==> config.mk <==
export PLATFORM = sky130hd
export DESIGN_NAME = qpht_ctrl
export DESIGN_NICKNAME = d
export VERILOG_FILES = /design/src/hw/rtl/qpht_pkg.sv /design/src/hw/rtl/qpht_ctrl.sv
export SDC_FILE = /design/constraint.sdc
export NUM_CORES = 1
export LEC_CHECK = 0
export BUFFER_PORTS_ARGS = -buffer_cell sky130_fd_sc_hd__buf_4
export CAP_MARGIN = 5
export CORE_MARGIN = 8
export CORE_UTILIZATION = 30
export DETAILED_ROUTE_END_ITERATION = 8
export HOLD_SLACK_MARGIN = 0.15
export PLACE_DENSITY = 0.6
export SLEW_MARGIN = 20
export SYNTH_ARGS = -nofsm -noshare
export SYNTH_HDL_FRONTEND = slang
export SYNTH_SLANG_ARGS = --single-unit
==> constraint.sdc <==
create_clock -name clock -period 2.9 [get_ports clock]
set_input_delay 0.435 -clock clock [delete_from_list [all_inputs] [get_ports clock]]
set_output_delay 0.435 -clock clock [all_outputs]
set_load 0.03 [all_outputs]
==> src/hw/rtl/qpht_pkg.sv <==
`default_nettype none
// ----------------------------------------------------------------------------
// qpht_pkg: shared definitions for the quadratic probe hash table
// Sizes, operation, status and slot mark codes, and controller/datapath types.
// ----------------------------------------------------------------------------
package qpht_pkg;

   localparam int TABLE_DEPTH = 1024;
   localparam int VALUE_WIDTH = 32;
   localparam int SEQ_WIDTH   = 16;
   localparam int IP_WIDTH    = 32;
   localparam int CSR_W       = 11;
   localparam int IDX_W       = $clog2(TABLE_DEPTH);
   localparam int SIZE_W      = IDX_W + 1;
   localparam int KEY_W       = IP_WIDTH + SEQ_WIDTH;
   localparam int HBYTE_W     = IDX_W + 6;
   localparam int ACC_W       = (SEQ_WIDTH > HBYTE_W) ? SEQ_WIDTH : HBYTE_W;
   localparam int CNT_W       = $clog2(ACC_W + 1);
   localparam int CSR_RESET   = 1021;

   typedef logic [1:0] op_type;
   localparam op_type OP_FIND   = 2'd0;
   localparam op_type OP_INSERT = 2'd1;
   localparam op_type OP_REMOVE = 2'd2;

   typedef logic [1:0] status_type;
   localparam status_type STAT_DONE = 2'd0;
   localparam status_type STAT_MISS = 2'd1;
   localparam status_type STAT_FULL = 2'd2;

   typedef logic [1:0] mark_type;
   localparam mark_type MARK_EMPTY   = 2'd0;
   localparam mark_type MARK_VALID   = 2'd1;
   localparam mark_type MARK_DELETED = 2'd2;

   typedef struct packed {
      logic             clear;
      logic [IDX_W-1:0] clear_addr;
      logic             accept;
      logic             shift;
      logic             load_byte;
      logic [1:0]       byte_idx;
      logic             probe_start;
      logic             probe_next;
      logic             finish;
      logic             stopped;
   } cmd_type;

   typedef struct packed {
      logic pass;
      logic k_last;
      logic rsp_busy;
   } sts_type;

endpackage
`default_nettype wire

==> src/hw/rtl/qpht_ctrl.sv <==
`default_nettype none
// ----------------------------------------------------------------------------
// qpht_ctrl: operation sequencer
// Clearing sweep, serial hash reduction rounds, probe loop and result hand-off.
// ----------------------------------------------------------------------------
module qpht_ctrl (
   input  wire logic              clock,
   input  wire logic              reset,
   input  wire logic              req_valid,
   output      logic              req_ready,
   input  wire qpht_pkg::sts_type sts,
   output      qpht_pkg::cmd_type cmd
);

   typedef enum logic [6:0] {
      S_CLEAR = 7'b0000001,
      S_IDLE  = 7'b0000010,
      S_HASH  = 7'b0000100,
      S_LOAD  = 7'b0001000,
      S_RD    = 7'b0010000,
      S_CHK   = 7'b0100000,
      S_FIN   = 7'b1000000
   } state_type;

   state_type                      state_ff, state_in;
   logic [qpht_pkg::IDX_W-1:0]     clr_ff, clr_in;
   logic [qpht_pkg::CNT_W-1:0]     cnt_ff, cnt_in;
   logic [2:0]                     round_ff, round_in;
   logic                           stopped_ff, stopped_in;

   always_ff @(posedge clock) begin
      if (reset) begin
         state_ff   <= S_CLEAR;
         clr_ff     <= '0;
         cnt_ff     <= '0;
         round_ff   <= '0;
         stopped_ff <= 1'b0;
      end else begin
         state_ff   <= state_in;
         clr_ff     <= clr_in;
         cnt_ff     <= cnt_in;
         round_ff   <= round_in;
         stopped_ff <= stopped_in;
      end
   end

   assign req_ready = (state_ff == S_IDLE);

   always_comb begin
      state_in   = state_ff;
      clr_in     = clr_ff;
      cnt_in     = cnt_ff;
      round_in   = round_ff;
      stopped_in = stopped_ff;
      cmd        = '0;
      cmd.clear_addr = clr_ff;
      cmd.stopped    = stopped_ff;
      cmd.byte_idx   = 2'(3'd4 - round_ff);
      case (state_ff)
         S_CLEAR: begin
            cmd.clear = 1'b1;
            clr_in    = clr_ff + 1'b1;
            if (clr_ff == qpht_pkg::IDX_W'(qpht_pkg::TABLE_DEPTH - 1)) state_in = S_IDLE;
         end
         S_IDLE: begin
            if (req_valid) begin
               cmd.accept = 1'b1;
               cnt_in     = '0;
               round_in   = '0;
               state_in   = S_HASH;
            end
         end
         S_HASH: begin
            cmd.shift = 1'b1;
            cnt_in    = cnt_ff + 1'b1;
            if (cnt_ff == qpht_pkg::CNT_W'(qpht_pkg::ACC_W - 1)) begin
               cnt_in   = '0;
               round_in = round_ff + 1'b1;
               state_in = S_LOAD;
            end
         end
         S_LOAD: begin
            if (round_ff == 3'd5) begin
               cmd.probe_start = 1'b1;
               state_in        = S_RD;
            end else begin
               cmd.load_byte = 1'b1;
               state_in      = S_HASH;
            end
         end
         S_RD: begin
            state_in = S_CHK;
         end
         S_CHK: begin
            if (!sts.pass) begin
               stopped_in = 1'b1;
               state_in   = S_FIN;
            end else if (sts.k_last) begin
               stopped_in = 1'b0;
               state_in   = S_FIN;
            end else begin
               cmd.probe_next = 1'b1;
               state_in       = S_RD;
            end
         end
         S_FIN: begin
            if (!sts.rsp_busy) begin
               cmd.finish = 1'b1;
               state_in   = S_IDLE;
            end
         end
         default: begin
            state_in = S_CLEAR;
            clr_in   = '0;
         end
      endcase
   end

`ifndef SYNTHESIS
   a_finish_free: assert property (@(posedge clock) disable iff (reset)
      cmd.finish |-> !sts.rsp_busy)
      else $error("result loaded while output still held");
   a_accept_hash: assert property (@(posedge clock) disable iff (reset)
      (req_valid && req_ready) |=> (state_ff == S_HASH))
      else $error("accepted transfer did not start hashing");
   a_clear_block: assert property (@(posedge clock) disable iff (reset)
      (state_ff == S_CLEAR) |-> !req_ready)
      else $error("request taken during clearing sweep");
   a_probe_after_hash: assert property (@(posedge clock) disable iff (reset)
      cmd.probe_start |-> (round_ff == 3'd5))
      else $error("probe started before hash complete");
`endif

endmodule
`default_nettype wire

==> results of run 1 <==
path summary, 6_finish.rpt:
kind	startpoint	end	slack, ns
worst max-delay path	state_ff[5]$_SDFFE_PP0P_	req_ready	0.53
worst min-delay path	req_valid	state_ff[1]$_SDFFE_PP0P_	0.40
worst max register to register	state_ff[5]$_SDFFE_PP0P_	clr_ff[7]$_SDFFE_PP0N_	0.96
worst min register to register	cnt_ff[4]$_SDFFE_PP0P_	cnt_ff[4]$_SDFFE_PP0P_	0.47
critical path: stages, from the launching register on:
cell and delay (ns):
dfxtp_1 0.41, or4_4 0.60, or3_4 0.43, inv_2 0.07, buf_4 0.15
per-stage QoR:
step	hold WS, ns	cell area (sq um)
after floorplan	0.4320	1505
after global placement	0.4465	1713
after detailed placement	0.4551	1713
after CTS	0.3976	1784
after global routing	0.4005	1784
final	0.3982	1784
per-layer routing:
layer  up-vias  GRT usage [%]  routed length, um
met2        29          16.38               1700
li1        698              -                  -
met3         2          3.119                201
met1       658          12.02               1637
met4         0          2.347                 18
met5         -              0                  0
area by class of cell:
type	instances	area, sq um	area share, %
multi-input combinational	129	879.6	49.30
clock inverter	1	30.03	1.683
inverter	9	33.78	1.893
clock buffer	3	41.29	2.314
tap	67	83.83	4.698
sequential	26	520.5	29.17
timing repair buffer	26	195.2	10.94
sequential cells by signal (all words and copies together), names as in the netlist:
signal      cells
state_ff        7
clr_ff         10
round_ff        3
cnt_ff          5
stopped_ff      1
power groups by stage:
stage	logic, mW	registers (mW)	clock network (mW)
2_1_floorplan	0.0157	0.379	0
3_3_place_gp	0.0383	0.374	0
3_5_place_dp	0.0384	0.374	0
4_1_cts	0.0385	0.366	0.309
5_1_grt	0.0407	0.366	0.325
6_report	0.0376	0.366	0.303
synthesized netlist by cell type, drive strengths merged:
library cell,n,area (sq um)
a41oi,5,43.79
buf,7,52.54
a211oi,1,7.510
and4,1,8.760
a31oi,1,6.260
xnor2,2,17.52
nand3,13,70.07
dfxtp,26,520.5
o21ai,6,41.29
nand2,13,48.80
clkbuf,5,18.77
a221oi,1,8.760
nor3,5,25.02
a21o,2,15.01
nand4b,1,8.760
or3b,1,8.760
inv,9,33.79
nand2b,5,31.28
nor2b,2,12.51
a21oi,8,40.04
nor2,15,56.30
a2bb2oi,2,17.52
a2111oi,1,8.760
nand4,5,31.28
o32ai,3,26.28
a41o,1,10.01
o211a,1,10.01
or3,6,42.54
and4b,1,10.01
and3,2,12.51
or4,1,11.26
nand3b,1,7.510
xor2,2,17.52
nor4b,1,8.760
ha,4,50.05
a311oi,8,70.07
o211ai,2,15.01
nor4,5,71.32
a31o,1,8.760
kinds of logic (layout without fill, tap and decap cells):
family,count (synthesis),in the layout,share of synthesized area [%]
flops,26,26,34.58
buf+inv,21,39,6.982
compound gates,43,43,21.86
fa+ha+maj,4,4,3.325
xor+xnor,4,4,2.328
simple gates,78,78,30.92
==> impl_results.md, run 1 <==
- DRC violations left: 0
- Setup TNS Final: 0 ns
- Dpl cells: 257
- Post-synthesis sequential area ratio: 34.58%
- # resized after CTS: 0
- Clk slew on worst S/H paths: 0.09 ns
- Pwr dens: 395.6 mW/mm^2
- Final Cycle Share: 81.74%
- Crit-path max FO: 10
- CP endpoint kind: output port
- Core ar.: 0.004786 sq mm
- Clk_lat worst skew: 0.27 ns
- Syn Nets: 186
- Tot Pwr: 0.7059 mW
- Power share of the sequential group: 51.8%
- Commonest cells after routing, fill and taps aside: 26 x dfxtp_1, 26 x buf_4, 15 x nor2_1, 13 x nand2_1, 12 x nand3_1
- GP Congestion: 0.8457
- Via count: 1387
- RSZ-0062 raised after global routing: false
- Post-Layout Cell Count: 261
- Syn_area_per_cell: 8.552 sq um
- Worst setup SP type: flop
- Clock share of power: 42.9%
- Syn. warnings: 0
- Slack of the critical path: 0.5294 ns
- Initial antenna violation count: 0
- # hold bufs at CTS: 0
- Die ar.: 0.007539 sq mm
- Vert. Die Dim: 86.83 um
- Syn Inst Count: 176
- Leak: 0.6878 nW
- Switch share: 20.65%
- Worst Path Arrival: 1.94 ns
- Port Buffers: 26
- GRT Util Overall: 9.878%
- Hold WC Path Type: in -> reg
- Internal: 0.5601 mW
- R2r worst-path depth: 5
- Comb power frac: 5.3%
- Nets: 205
- #FFs+latches synth: 26
- CTS tree: yes
- Relative slew slack: 59.64%
- Final Max Slew Viols: 0
- # H-tree levels: 1
- ANT cells: 0
- Max_cap viols: 0
- Routed wire per std cell: 13.63 um
- Final WL: 3558 um
- First-pass GRT wire length: 6168 um
- Root Buffer: clkbuf_8
- Post-Route Utilization: 37.28%
- HPWL after detailed placement: 2686 um
- IO Pins: 27
- Final Hold Viols: 0
- Number of CTS-inserted buffers: 3
- Worst hold stages: 2
- Crit Path Class: reg -> out
- Longest Clk Path Bufs: 2
- GR Overflow Total: 0
- Synth Cell Area: 0.001505 sq mm
- Data required, critical path: 2.47 ns
- Final Setup Violations: 0
- Vias in the first global route: 1335
- Share of cells above drive strength 1: 22.16%
- Post-synth cell types: 47
- Max IR drop VDD: 0.0001674 V
- Horiz. Die Dim: 86.83 um
- Status: completed
- DP Worst Slack: 0.8320 ns
- Clk_skew: 0.004637 ns
- Actual slew at the worst max-slew pin: 0.6046 ns
- Area growth syn-to-layout: 18.54%
- Initial core utilization: 31.45%
- Setup bufs post-CTS: 0
- Num Clock Sinks: 26
- Antenna viol nets, final: 0
- Post-layout min period: 2.371 ns
- Filler cells: 505
- Largest net degree at the start of global routing: 18
- DRT Pass-1 Iters: 4
- Fmax: 421.8 MHz
- DRT iter0 DRCs: 62
- Standard-cell row count: 25
- Vias per cell: 5.314
- Net switching power: 0.1458 mW
(Power assumes the default switching activity.)
==> run 2, diff against run 1 <==
--- a/config.mk
+++ b/config.mk
@@ -5,6 +5,7 @@
 export SDC_FILE = /design/constraint.sdc
 export NUM_CORES = 1
 export LEC_CHECK = 0
+export ABC_AREA = 1
 export BUFFER_PORTS_ARGS = -buffer_cell sky130_fd_sc_hd__buf_4
 export CAP_MARGIN = 5
 export CORE_MARGIN = 8
==> constraint.sdc (replaced) <==
create_clock -name clock -period 2.4 [get_ports clock]
set_input_delay 0.36 -clock clock [delete_from_list [all_inputs] [get_ports clock]]
set_output_delay 0.36 -clock clock [all_outputs]
set_load 0.03 [all_outputs]
==> run 2 against run 1 <==
- first-iteration DRC count is 11% higher
- design area is 7.6% higher
- non-clock buffer count is 1 higher
- cell count is 26% higher
- power is 96% higher
- die area is 5.2% higher
- sequential share of layout area is 2.1 points lower
- highest routed layer unchanged
==> impl_results.md, run 2 <==
- Status: completed
- Initial core utilization: 31.16%
- Die ar.: 0.007933 sq mm
- GRT Util Overall: 9.482%
- Area after DPL: 0.001849 sq mm
- Vias per cell: 4.447
- # hold bufs at CTS: 0
- Crit path largest cell delay: 0.38 ns
- RSZ-0062 raised after global routing: false
- ANT cells: 0
- Number of enable flip-flop cells after synthesis: 0
- Biggest regs: clr_ff x10, state_ff x7, cnt_ff x5
- Leak: 0.8239 nW
- Setup TNS Final: 0 ns
- Clk_skew: 0.004530 ns
- Syn Nets: 244
- Ordered list of cells on the worst path: nor2_2 -> nand2_2 -> nor3_1 -> buf_4
- Post-Layout Cell Count: 329
- Post-Route Utilization: 37.37%
- Worst Path Arrival: 1.48 ns
- Top reg by flops: clr_ff
- Crit-path max FO: 7
- Post-synthesis sequential area ratio: 32.50%
- Final Cycle Share: 76.53%
- Vias in the first global route: 1373
- Relative slew slack: 75.73%
- Tot Pwr: 1.385 mW
- Final Hold Viols: 0
- Top cells by count, synth: 52 x nand2_1, 28 x nor2_1, 27 x inv_1
- Longest Clk Path Bufs: 2
- Number of CTS-inserted buffers: 3
- Clk slew on worst S/H paths: 0.10 ns
- CTS tree: yes
- Max reg flops: 10
- First-pass GRT wire length: 6058 um
- Final WL: 3484 um
- Dominant cell by count in the synthesized netlist: nand2_1
- Pwr dens: 721.0 mW/mm^2
- Port Buffers: 26
- Post-synth cell types: 29
- Syn Inst Count: 234
- Final Setup Violations: 0
- Num Clock Sinks: 26
- Max_cap viols: 0
- Filler cells: 575
- Largest net degree at the start of global routing: 20
- Area growth syn-to-layout: 19.92%
- Dpl cells: 325
- Actual slew at the worst max-slew pin: 0.3637 ns
- Initial antenna violation count: 0
- Worst hold slack: 0.3428 ns
- Top cells by area, synth: dfxtp_1 33%, nand2_1 12%, nor2_1 6.6%, inv_1 6.3%, nand2_2 5.9%
- Syn. warnings: 0
- IO Pins: 27
- Crit Path Class: reg -> out
- Fraction of registers with async set/reset: 0%
- GR Overflow Total: 0
- Crit-path slowest cell: dfxtp_1
- Root Buffer: clkbuf_8
- R2r worst-path depth: 10
- # resized after CTS: 0
- Worst hold stages: 4
- Top_reg_cell synth: dfxtp_1
- HPWL after detailed placement: 2707 um
- Core ar.: 0.005140 sq mm
- Antenna viol nets, final: 0
- Setup bufs post-CTS: 0
- Standard-cell row count: 26
- Syn_area_per_cell: 6.844 sq um
- Final Max Slew Viols: 0
- Yosys top cell area share: 32.50%
- DRT Pass-1 Iters: 5
- Fmax: 544.4 MHz
- Fin area: 0.001921 sq mm
- Post-layout min period: 1.837 ns
- Leading area contributor after synthesis: dfxtp_1
- Hold WC Path Type: in -> reg
- Slack of the critical path: 0.5632 ns
- Data required, critical path: 2.04 ns
- Clk_lat worst skew: 0.27 ns
- Commonest cells after routing, fill and taps aside: 52 x nand2_1, 28 x nor2_1, 27 x inv_1, 27 x buf_4, 26 x dfxtp_1
- GP Congestion: 0.7687
- Nets: 270
- Max IR drop VDD: 0.0003856 V
- Worst setup SP type: flop
- Horiz. Die Dim: 89.07 um
- Routed wire per std cell: 10.59 um
- Vert. Die Dim: 89.07 um
- CP endpoint kind: output port
- DRC violations left: 0
- DRT iter0 DRCs: 69
- # H-tree levels: 1
- Synth Cell Area: 0.001602 sq mm
- Most common cell after layout, fill and taps aside: nand2_1
- #FFs+latches synth: 26
- Via count: 1463
- Share of cells above drive strength 1: 28.96%
- DP Worst Slack: 0.7749 ns
==> run 2: area by class of cell <==
cell class                      instances  area [sq um]  share of cell area [%]
Timing Repair Buffer                   27         202.7                   10.55
Inverter                               30         112.6                   5.863
Sequential cell                        26         520.5                   27.10
Multi-Input combinational cell        172         925.9                   48.21
Clock inverter                          1         30.03                   1.564
Clock buffer                            3         41.29                   2.150
Tap cell                               70         87.58                   4.560
==> run 2: where the power goes <==
group	switching (mW)	total, mW	internal, mW
Combinational	0.331	0.497	0.166
Clock	0.147	0.370	0.223
Sequential	0.0491	0.518	0.469
==> run 2: path summary, 6_finish.rpt <==
kind                                  from                        to  slack [ns]
hold reg to reg     cnt_ff[4]$_SDFFE_PP0P_    cnt_ff[4]$_SDFFE_PP0P_        0.47
setup / recovery  state_ff[1]$_SDFFE_PP0P_                    cmd[2]        0.56
setup reg to reg    clr_ff[0]$_SDFFE_PP0N_  state_ff[2]$_SDFFE_PP0P_        0.79
hold / removal                      sts[2]   stopped_ff$_SDFFE_PP0P_        0.34
==> run 2: cell families (layout without fill, tap and decap cells) <==
logic type	Yosys count	count (layout)	share of synthesized area, %
and+or+nand+nor	139	139	42.73
DFF	26	26	32.50
buffers and inverters	36	61	9.687
xor gates and xnor gates	2	2	1.094
adders and majority gates	4	4	3.125
AOI/OAI and AO/OA	27	27	10.86
==> run 2: worst max-delay path, delay by kind of cell (launching register included) <==
kind,cells,cell delay (ns)
buffers and inverters,1,0.22
flip-flops,1,0.38
AND/OR/NAND/NOR,3,0.61
==> run 2: layer usage <==
| layer | vias to the layer above | part of all wire, % | GRT usage (%) |
|---|---|---|---|
| met5 | - | 0 | 0 |
| met3 | 2 | 5.3 | 2.941 |
| met1 | 650 | 47 | 11.74 |
| met2 | 25 | 47 | 15.77 |
| li1 | 786 | - | - |
| met4 | 0 | 0.60 | 1.813 |
==> run 3, diff against run 2 <==
==> constraint.sdc (replaced) <==
create_clock -name clock -period 1.8 [get_ports clock]
set_input_delay 0.27 -clock clock [delete_from_list [all_inputs] [get_ports clock]]
set_output_delay 0.27 -clock clock [all_outputs]
set_load 0.03 [all_outputs]
==> run 3 against run 2 <==
- largest power group is now combinational logic
- routed wire length rose by 3.9%
- first-iteration DRC count down 10%
- sequential share of layout area grew 0.065 points
- critical path type unchanged
==> impl_results.md, run 3 (same netlist as run 2, synthesis figures left out) <==
- Status: completed
- Post-layout min period: 1.704 ns
- Max_cap viols: 0
- Crit Path Class: reg -> out
- Final WL: 3620 um
- Die ar.: 0.007933 sq mm
- Hold endpoint: stopped_ff$_SDFFE_PP0P_
- Max IR drop VDD: 0.0007740 V
- Vias per cell: 4.512
- Area growth syn-to-layout: 19.92%
- Area of the multi-input gates: 933.4 sq um
- R2r worst-path depth: 10
- DRC violations left: 0
- Initial core utilization: 31.16%
- Filler cells: 596
- Nets: 271
- Largest net degree at the start of global routing: 20
- Horiz. Die Dim: 89.07 um
- Worst setup SP type: flop
- Initial antenna violation count: 0
- Final Cycle Share: 94.66%
- Hold WC Path Type: in -> reg
- GRT Util Overall: 9.458%
- CP startpoint: state_ff[2]$_SDFFE_PP0P_
- GR Util met1: 11.72%
- Worst Path Arrival: 1.43 ns
- Crit-path max FO: 4
- HPWL after detailed placement: 2792 um
- GP Congestion: 0.8323
- Final Setup Violations: 0
- DRT iter0 DRCs: 62
- CP endpoint kind: output port
- Final Hold Viols: 0
- Relative slew slack: 76.63%
- Data required, critical path: 1.53 ns
- Setup TNS Final: 0 ns
- Sequential cell area: 521.8 sq um
- Met2 Use GR: 15.63%
- Grt peak-use layer: met2
- Met3 Resource Use GR: 2.206%
- RR Endpoint: state_ff[2]$_SDFFE_PP0P_
- Vert. Die Dim: 89.07 um
- Crit-path slowest cell: dfxtp_1
- Num Clock Sinks: 26
- Standard-cell row count: 26
- RSZ-0062 raised after global routing: false
- CTS tree: yes
- Share of cells above drive strength 1: 30.38%
- Most common cell after layout, fill and taps aside: nand2_1
- Crit path largest cell delay: 0.35 ns
- Clk_skew: 0.002476 ns
- First-pass GRT wire length: 6168 um
- DRT Pass-1 Iters: 4
- Core ar.: 0.005140 sq mm
- Worst hold stages: 4
- Pwr dens: 924.0 mW/mm^2
- Clk_lat worst skew: 0.27 ns
- GR Overflow Total: 0
- Clk slew on worst S/H paths: 0.09 ns
- R2r startpoint: clr_ff[1]$_SDFFE_PP0N_
- Setup bufs post-CTS: 0
- # H-tree levels: 1
- Routed wire per std cell: 10.97 um
- R2r setup slk: 0.27 ns
- Final Max Slew Viols: 0
- Worst hold start: sts[2]
- Commonest cells after routing, fill and taps aside: 52 x nand2_1, 28 x buf_4, 27 x inv_1, 27 x nor2_1, 25 x dfxtp_1
- # hold bufs at CTS: 0
- Actual slew at the worst max-slew pin: 0.3501 ns
- ANT cells: 0
- Port Buffers: 26
- Root Buffer: clkbuf_8
- Fmax: 586.9 MHz
- Top reg by flops: clr_ff
- Ordered list of cells on the worst path: nor2_2 -> nand3_1 -> nor2_4 -> nand2_2 -> inv_1 -> buf_4
- Post-Route Utilization: 37.37%
- Biggest regs: clr_ff x10, state_ff x7, cnt_ff x5
- Max reg flops: 10
- Leak: 0.8218 nW
- Longest Clk Path Bufs: 2
- Antenna viol nets, final: 0
- Number of CTS-inserted buffers: 3
- Vias in the first global route: 1430
- IO Pins: 27
- Via count: 1489
-- run 3: worst max-delay path by stage --
stage,to
6_report,cmd[8]
3_5_place_dp,state_ff[2]$_SDFFE_PP0P_
2_1_floorplan,state_ff[2]$_SDFFE_PP0P_
5_1_grt,cmd[3]
4_1_cts,cmd[3]
3_3_place_gp,state_ff[2]$_SDFFE_PP0P_
-- run 3: worst max-delay path, delay by kind of cell, from the launching register on --
family	cells	cell delay, ns
buffers and inverters	2	0.22
AND/OR/NAND/NOR	4	0.60
flip-flops	1	0.35
-- run 3: repair_timing --
item,4_1_cts,5_1_grt
gates resized for setup,0,3
endpoints found under the hold margin,0,0
endpoints found under the setup margin,0,3
-- run 3: cell type report --
type                            instances  share of cell area [%]
Clock buffer                            4                   2.866
Inverter                               30                   5.863
Multi-Input combinational cell        172                   48.60
Sequential cell                        26                   27.17
Tap cell                               70                   4.560
Timing Repair Buffer                   28                   10.94
-- run 3: per-stage QoR --
step	worst slack (ns)	total power, mW	instances	hold WS [ns]	instance area (sq um)
2_1_floorplan	0.1681	1.204	234	0.4376	1602
3_3_place_gp	0.3057	1.398	326	0.4518	1857
3_5_place_dp	0.2358	1.402	326	0.4547	1857
4_1_cts	0.01305	1.791	330	0.2590	1912
5_1_grt	0.004506	1.896	330	0.2768	1921
6_report	0.09618	1.775	330	0.2606	1921
-- run 3: where the power goes --
part	leakage [nW]	switching (mW)	internal (mW)
sequential	0.211	0.0675	0.627
combinational	0.582	0.455	0.243
clock	0.0288	0.187	0.196
-- run 3: routing by layer --
metal  vias to the layer above  part of all wire (%)
met4                         0                  0.80
met5                         -                     0
li1                        791                     -
met1                       677                    48
met2                        17                    46
met3                         4                   5.2
